### config.mk
export PLATFORM = sky130hd
export DESIGN_NAME = sett_front
export DESIGN_NICKNAME = d
export VERILOG_FILES = /design/src/rtl/sett_pkg.sv /design/src/rtl/sett_front.sv
export SDC_FILE = /design/constraint.sdc
export NUM_CORES = 1
export LEC_CHECK = 0
export BUFFER_PORTS_ARGS = -buffer_cell sky130_fd_sc_hd__buf_4
export CAP_MARGIN = 20
export CORE_UTILIZATION = 40
export CTS_CLUSTER_DIAMETER = 200
export DETAILED_ROUTE_END_ITERATION = 7
export GPL_ROUTABILITY_DRIVEN = 0
export SETUP_SLACK_MARGIN = 0.3
export SYNTH_ARGS = -nofsm -noshare
export SYNTH_HDL_FRONTEND = slang
export SYNTH_SLANG_ARGS = --single-unit
### constraint.sdc
create_clock -name i_clk -period 14.6 [get_ports i_clk]
set_clock_uncertainty 0.1 [all_clocks]
set_input_delay 2.92 -clock i_clk [delete_from_list [all_inputs] [get_ports i_clk]]
set_output_delay 2.92 -clock i_clk [all_outputs]
set_load 0.01 [all_outputs]
### src/rtl/sett_pkg.sv
// Shared package for the sorted event timeline table.
// Holds defaults, operation and status codes, and the queued command word.
// No dependencies.
package sett_pkg;

    localparam int DEF_MAX_EVENTS = 64;
    localparam int DEF_MAX_IDS    = 16;
    localparam int DEF_MAX_FRAMES = 4096;
    localparam int DEF_MAX_POINTS = 32;

    localparam logic [1:0] F_INSERT  = 2'd0;
    localparam logic [1:0] F_ERASE   = 2'd1;
    localparam logic [1:0] F_CLEAR   = 2'd2;
    localparam logic [1:0] F_COLLECT = 2'd3;

    localparam logic [1:0] ST_OK    = 2'd0;
    localparam logic [1:0] ST_REJ   = 2'd1;
    localparam logic [1:0] ST_POINT = 2'd2;

    localparam logic [16:0] Q_ONE = 17'd65536;

    // table entry: position, id, value
    localparam int ENTRY_W = 64 + 32 + 17;

    typedef struct packed {
        logic [1:0]  func;
        logic [63:0] key;      // insert position or block start
        logic [31:0] id;
        logic [16:0] val;
        logic [5:0]  idx;
        logic [63:0] end_pos;  // block end for collect
        logic        bad;      // precomputed refusal
    } t_cmd;

endpackage

### src/rtl/sett_front.sv
// Front end: accepts input words, flags refusals that need no table state,
// and queues them for the back end. Depends on sett_pkg.
module sett_front #(
    parameter int MAX_FRAMES = sett_pkg::DEF_MAX_FRAMES
) (
    input  logic                i_clk,
    input  logic                i_rst_n,
    input  logic                i_valid,
    output logic                o_stall,
    input  logic [1:0]          i_func,
    input  logic [63:0]         i_sample_position,
    input  logic [31:0]         i_parameter_id,
    input  logic [16:0]         i_norm_value,
    input  logic [5:0]          i_entry_index,
    input  logic [63:0]         i_block_start,
    input  logic [15:0]         i_frame_count,
    input  logic                i_pop,
    output logic                o_cmd_valid,
    output sett_pkg::t_cmd      o_cmd
);
    import sett_pkg::*;

    t_cmd        r_q [2];
    logic [1:0]  r_cnt, n_cnt;
    logic        r_wp, r_rp;
    logic        push, pop;
    t_cmd        w_cmd;
    logic [64:0] sum;

    assign sum = {1'b0, i_block_start} + 65'(i_frame_count);

    always_comb begin
        w_cmd.func    = i_func;
        w_cmd.key     = (i_func == F_COLLECT) ? i_block_start : i_sample_position;
        w_cmd.id      = i_parameter_id;
        w_cmd.val     = i_norm_value;
        w_cmd.idx     = i_entry_index;
        w_cmd.end_pos = sum[63:0];
        case (i_func)
            F_INSERT:  w_cmd.bad = (i_norm_value > Q_ONE);
            F_COLLECT: w_cmd.bad = (i_frame_count == 16'd0)
                                || ({1'b0, i_frame_count} > 17'(MAX_FRAMES))
                                || sum[64];
            default:   w_cmd.bad = 1'b0;
        endcase
    end

    assign o_stall     = (r_cnt == 2'd2);
    assign push        = i_valid && !o_stall;
    assign pop         = i_pop && (r_cnt != 2'd0);
    assign o_cmd_valid = (r_cnt != 2'd0);
    assign o_cmd       = r_q[r_rp];

    always_comb begin
        n_cnt = r_cnt;
        if (push && !pop) begin
            n_cnt = r_cnt + 2'd1;
        end else if (pop && !push) begin
            n_cnt = r_cnt - 2'd1;
        end
    end

    always_ff @(posedge i_clk) begin
        if (!i_rst_n) begin
            r_cnt <= 2'd0;
            r_wp  <= 1'b0;
            r_rp  <= 1'b0;
        end else begin
            r_cnt <= n_cnt;
            if (push) begin
                r_wp <= !r_wp;
            end
            if (pop) begin
                r_rp <= !r_rp;
            end
        end
    end

    always_ff @(posedge i_clk) begin
        if (push) begin
            r_q[r_wp] <= w_cmd;
        end
    end
endmodule

==> impl_metrics.toml, run 1 <==
[synth]
netlist_area_um2 = 16500
yosysTopAreaCell = "edfxtp_1"
synth.avg_cell_area_um2 = 16.5
ys_seq_area_share_pct = 68.4
synth_compound_area_share_pct = 2.74
synth_mux_area_share_pct = 17.1
yosysTopAreaCellShare_pct = 67.8
netlist_instances = 998
synth_top_family_by_area = "multiplexers"
yosysWarnings = 0
yosys.cell_types.count = 57
syn_nets = 1223
yosys.area_share.simple_pct = 5.49
synthArstFlopShare_pct = 0
synthTopCellsByArea = "edfxtp_1 68%, mux2_2 17%, xnor2_1 2.6%"
synth_xor_area_share_pct = 3.46
synth-adder-area-share_pct = 1.57
synth_edf_count = 372
synth_ff_type = "edfxtp_1"
ys_ff_latch = 377

[global_routing]
grt_pass1_vias = 10277
busiest_layer = "met2"
met1_usage_pct = 24.6
grt_max_degree = 157
grt.overflow.total = 0
grt_use_met2_pct = 32.5
grt_pass1_wl_um = 61500
antenna_found_initial = 1
grt.total_usage_pct = 19.5
gr-usage-met3_pct = 4.53

[floorplanning]
start_util_pct = 41.0
rows = 73
die_h_um = 205
die_area_um2 = 42000
die_w_um = 205
ios = 393
core_um2 = 40200

[clocking]
cts_sinks = 377
cts_tree = "done"
clk_pin_slew_ns = 0.06
ctsResizeCount = 0
htreeDepth = 2
cts_made_buffers = 42
cts_setup_buffers = 0
cts_root_buf = "clkbuf_16"
cts_max_path_buffers = 3
clock_latency_ns = 0.56
cts_hold_buf = 0

[drt]
drt-wirelength-per-cell_um = 21.5
postRouteAntennaNets = 0
drt_wl_total_um = 41900
vias = 10121
dr.pass1.iters = 6
drtIter0Drc = 579
drc = 0
viasPerCell = 5.18

[min_path]
hold_path_class = "flip-flop to flip-flop"
hold_depth = 2

[sta]
rsz0062_at_grt = "no"
slew_viol_final = 0
final.setup.tns_ns = 0
tightest_slew_ns = 1.11
slew_headroom_pct = 26.2
fin_crit_ns = 5.81
finalSetupViolCount = 0
hold_viol = 0
fmax_mhz = 172
min_period_over_period_pct = 39.8
holdWs_ns = 0.410

[pwr]
power_density_nw_per_um2 = 156
leakage_nw = 7.76
ir_drop_mv = 0.124

[run]
cap_viol_max_count = 0

[final_layout]
area_growth_pct = 29.4
layout-drive-gt1-share_pct = 50.1
final_nets = 1623

[worst_setup_path]
critPathArrivalTime_ns = 2.79
slowest_stage = "dfxtp_4"
critical_path_class = "flip-flop to output port"
ff2ff_path_depth = 4
cp-start-kind = "flip-flop"
path_cells = "buf_12 -> mux2_2 -> buf_4"
crit_required_ns = 11.58
cpPeakStageDelay_ns = 0.81
end_kind = "output port"
critical_path_peak_fanout = 140

[place]
hpwl_um = 28100
port_buffers = 392

[status]
outcome = "finished, final reports clean"
-- final cells by class --
type,count,area (um2)
Antenna cell,1,2.50
Clock buffer,58,1130
Clock inverter,15,138
Fill cell,3403,18900
Inverter,7,26.3
Multi-Input combinational cell,572,5040
Sequential cell,377,11300
Tap cell,525,657
Timing Repair Buffer,398,3030
-- cell families (layout without fill, tap and decap cells) --
family / Yosys count / in the layout
AO/OA/AOI/OAI: 66 / 66
other: 0 / 1
AND/OR/NAND/NOR: 171 / 171
XOR/XNOR: 65 / 65
flip-flops: 377 / 377
multiplexers: 250 / 250
adder cells (fa/ha/maj): 20 / 20
buffers and inverters: 49 / 478
-- worst paths after layout --
check	start	to	slack, ns
min	r_cnt[1]$_SDFFE_PN0P_	r_cnt[1]$_SDFFE_PN0P_	0.41
max	flip-flop	o_cmd[156]	8.79
min reg2reg	r_cnt[1]$_SDFFE_PN0P_	r_cnt[1]$_SDFFE_PN0P_	0.41
max reg2reg	r_cnt[0]$_SDFFE_PN0P_	r_q[0][159]$_DFFE_PP_	11.72
-- cell usage after synthesis (6+ instances only) --
cell / instances
nand2_1: 33
edfxtp_1: 372
nand4_1: 26
xnor2_1: 48
nor3_1: 10
inv_1: 7
nor4_1: 10
xor2_1: 17
nor2_1: 31
o21ai_0: 10
nand3_1: 20
mux2_2: 250
and3_1: 14
and2_1: 7
ha_1: 19
o2111ai_1: 6
a21oi_1: 17
clkbuf_1: 37
-- layer usage --
metal,part of all wire (%),up-vias
met2,49,321
met4,2.5,0
li1,-,4703
met1,42,5029
met5,0,-
met3,6.3,68
-- where the power goes --
group	switching (mW)	internal, mW
registers	0.0472	1.37
clock network	0.412	0.576
logic	0.455	0.459
total	0.914	2.40
-- stage by stage --
step	util, %	worst slack (ns)	std cells	total power [mW]	cell area [um2]
detailed placement	49.8	8.82	1879	2.37	20000
CTS	53.0	8.74	1952	3.37	21300
global placement	49.8	8.84	1878	2.36	20000
global route	53.0	8.64	1952	3.46	21300
finish	53.0	8.79	1953	3.32	21300
floorplan	-	3.03	998	1.94	16500
-- cell usage in the layout, fill, tap and decap left out, types with 3 or more instances in the layout --
master,instances
a211oi_1,3
o2111ai_1,6
nor2_1,30
a21boi_0,3
buf_4,394
ha_1,18
clkbuf_16,43
nor3_1,10
nand2_1,33
dfxtp_1,4
a21oi_1,16
nor4_1,10
o21a_1,3
nor3b_1,3
buf_12,3
mux2_2,250
clkinv_2,3
nand4_1,26
nand3b_1,3
xor2_1,17
nand3_1,20
o211ai_1,5
and3_1,13
xnor2_1,48
and2_1,7
clkbuf_1,15
o21ai_0,10
inv_1,7
clkinv_1,8
edfxtp_1,372
-- registers in the layout (all words and copies together), names as in the netlist, named ones only --
register	cells
r_wp	1
r_cnt	2
r_q	372
r_rp	1
-- worst max-delay path: cells and delay by family (launching register included) --
family | cells | cell delay [ns]
mux | 1 | 0.43
buf+inv | 2 | 0.81
flops | 1 | 0.81
No activity file was read; power rests on OpenSTA's default activity.
==> run 2, diff against run 1 <==
==> constraint.sdc (replaced) <==
create_clock -name i_clk -period 5 [get_ports i_clk]
set_clock_uncertainty 0.1 [all_clocks]
set_input_delay 1 -clock i_clk [delete_from_list [all_inputs] [get_ports i_clk]]
set_output_delay 1 -clock i_clk [all_outputs]
set_load 0.01 [all_outputs]
==> run 2 against run 1 <==
Non-clock buffer count rose by 6. Count of clock-buffer cells in the layout fell by 7. Sequential share of layout area fell by 0.17 points. Largest power group unchanged. Global-route usage rose by 0.18 points. First-iteration DRC count fell by 10%. Via count rose by 0.72%. Sequential power rose to 2.9 times the previous value. Cell area rose by 0.32%. Worst hold slack got worse by 0.0069 ns. Highest routed layer unchanged. Critical endpoint is now o_cmd[180]. Combinational power rose to 2.9 times the previous value.
==> impl_metrics.toml, run 2 (synthesized netlist as in run 1, its figures left out) <==
[run]
cap_viol_max_count = 0

[final_layout]
final_common_cell = "buf_4"
largest_reg_flops = 372
fin_cells = 1959
diodes = 0
final_cell_mix = "401 x buf_4, 372 x edfxtp_1, 250 x mux2_2, 48 x xnor2_1, 43 x clkbuf_16"
area_growth_pct = 29.8
design_area_um2 = 21400
register_area_um2 = 11300
top_regs = "r_q: 372 flops, r_cnt: 2 flops"
final_nets = 1629
multi_input_area_um2 = 5040
n_fill_cell = 3444
fin_util_pct = 53.2
layout-drive-gt1-share_pct = 51.0
largest-register = "r_q"

[floorplanning]
core_um2 = 40200
start_util_pct = 41.0
die_h_um = 205
rows = 73
die_w_um = 205
ios = 393
die_area_um2 = 42000

[pwr]
ir_drop_mv = 0.257
leakage_nw = 7.81
power_density_nw_per_um2 = 457

[sta]
rsz0062_at_grt = "no"
final.setup.tns_ns = 0
finalSetupViolCount = 0
slew_headroom_pct = 18.1
hold_viol = 0
fin_crit_ns = 3.72
tightest_slew_ns = 1.23
min_period_over_period_pct = 74.3
setup_slack_ns = 1.28
slew_viol_final = 0
fmax_mhz = 269

[clocking]
htreeDepth = 2
cts_max_path_buffers = 3
clock_latency_ns = 0.55
clk_pin_slew_ns = 0.06
cts_tree = "done"
cts_hold_buf = 0
ctsResizeCount = 0
cts_root_buf = "clkbuf_16"
cts_setup_buffers = 0
cts_sinks = 377
cts_made_buffers = 42

[worst_setup_path]
critPathArrivalTime_ns = 2.62
cpPeakStageDelay_ns = 0.91
r2r-end = "r_q[0][17]$_DFFE_PP_"
timing.rr.start = "r_cnt[0]$_SDFFE_PN0P_"
end_kind = "output port"
cp-start-kind = "flip-flop"
crit_required_ns = 3.90
critical_path_class = "flip-flop to output port"
path_cells = "buf_4 -> mux2_2 -> buf_4"
critical_path.most_common_cell = "buf_4"
reg2reg_slack_ns = 2.79
ff2ff_path_depth = 4
critical_path_peak_fanout = 57
slowest_stage = "dfxtp_4"

[min_path]
hp-start = "r_cnt[1]$_SDFFE_PN0P_"
hold_path_class = "flip-flop to flip-flop"
hold_end = "r_cnt[1]$_SDFFE_PN0P_"
hold_depth = 2

[drt]
vias = 10194
dr.pass1.iters = 5
drt-wirelength-per-cell_um = 21.6
drc = 0
drtIter0Drc = 521
postRouteAntennaNets = 0
viasPerCell = 5.20
drt_wl_total_um = 42200

[place]
hpwl_um = 28800
place_area_um2 = 20100
port_buffers = 392
place_inst = 1885
preCtsSetupSlack_ns = 1.01

[global_routing]
grt_pass1_wl_um = 61600
grt_max_degree = 152
grt_pass1_vias = 10343
grt.overflow.total = 0
antenna_found_initial = 0
grt.total_usage_pct = 19.7

[status]
outcome = "finished, final reports clean"
-- run 2: critical path, delay by kind of cell (launching register included) --
kind     cells  cell delay, ns
buf+inv      2            0.64
flops        1            0.91
mux          1            0.40
-- run 2: how the worst max path moves through the flow --
stage,startpoint,endpoint,slack [ns],cells past startpoint
finish,flip-flop,o_cmd[180],1.28,3
global route,flip-flop,o_cmd[185],1.15,3
CTS,flip-flop,o_cmd[185],1.21,3
detailed placement,i_block_start[0],r_q[1][61]$_DFFE_PP_,1.01,9
global placement,i_block_start[0],r_q[0][61]$_DFFE_PP_,1.09,9
floorplan,i_valid,r_q[0][0]$_DFFE_PP_,0.62,2
-- run 2: final cells by class --
cell class,instances,area share [%]
clock buffer,51,5.18
clock inverter,23,0.908
inverter,7,0.123
multi-input combinational,572,23.6
sequential,377,52.8
tap,525,3.07
timing repair buffer,404,14.4
-- run 2: layer usage --
metal,up-vias,share of wire [%],global-route usage (%)
met3,70,6.4,4.23
met1,5071,42,25.1
met5,-,0,0
li1,4707,-,-
met2,346,49,32.3
met4,0,3.0,8.12
-- run 2: power by group --
group	total (mW)	switching (mW)	internal, mW	leakage [nW]
logic	2.67	1.32	1.35	3.66
clock network	2.94	1.21	1.73	0.635
registers	4.15	0.155	3.99	3.52
total	9.76	2.68	7.07	7.81
-- run 2: stage by stage --
step	hold WS, ns	total power [mW]
after floorplan	0.373	5.60
after global placement	0.389	6.92
after detailed placement	0.399	6.93
after CTS	0.408	9.90
after global routing	0.473	10.2
final	0.403	9.76
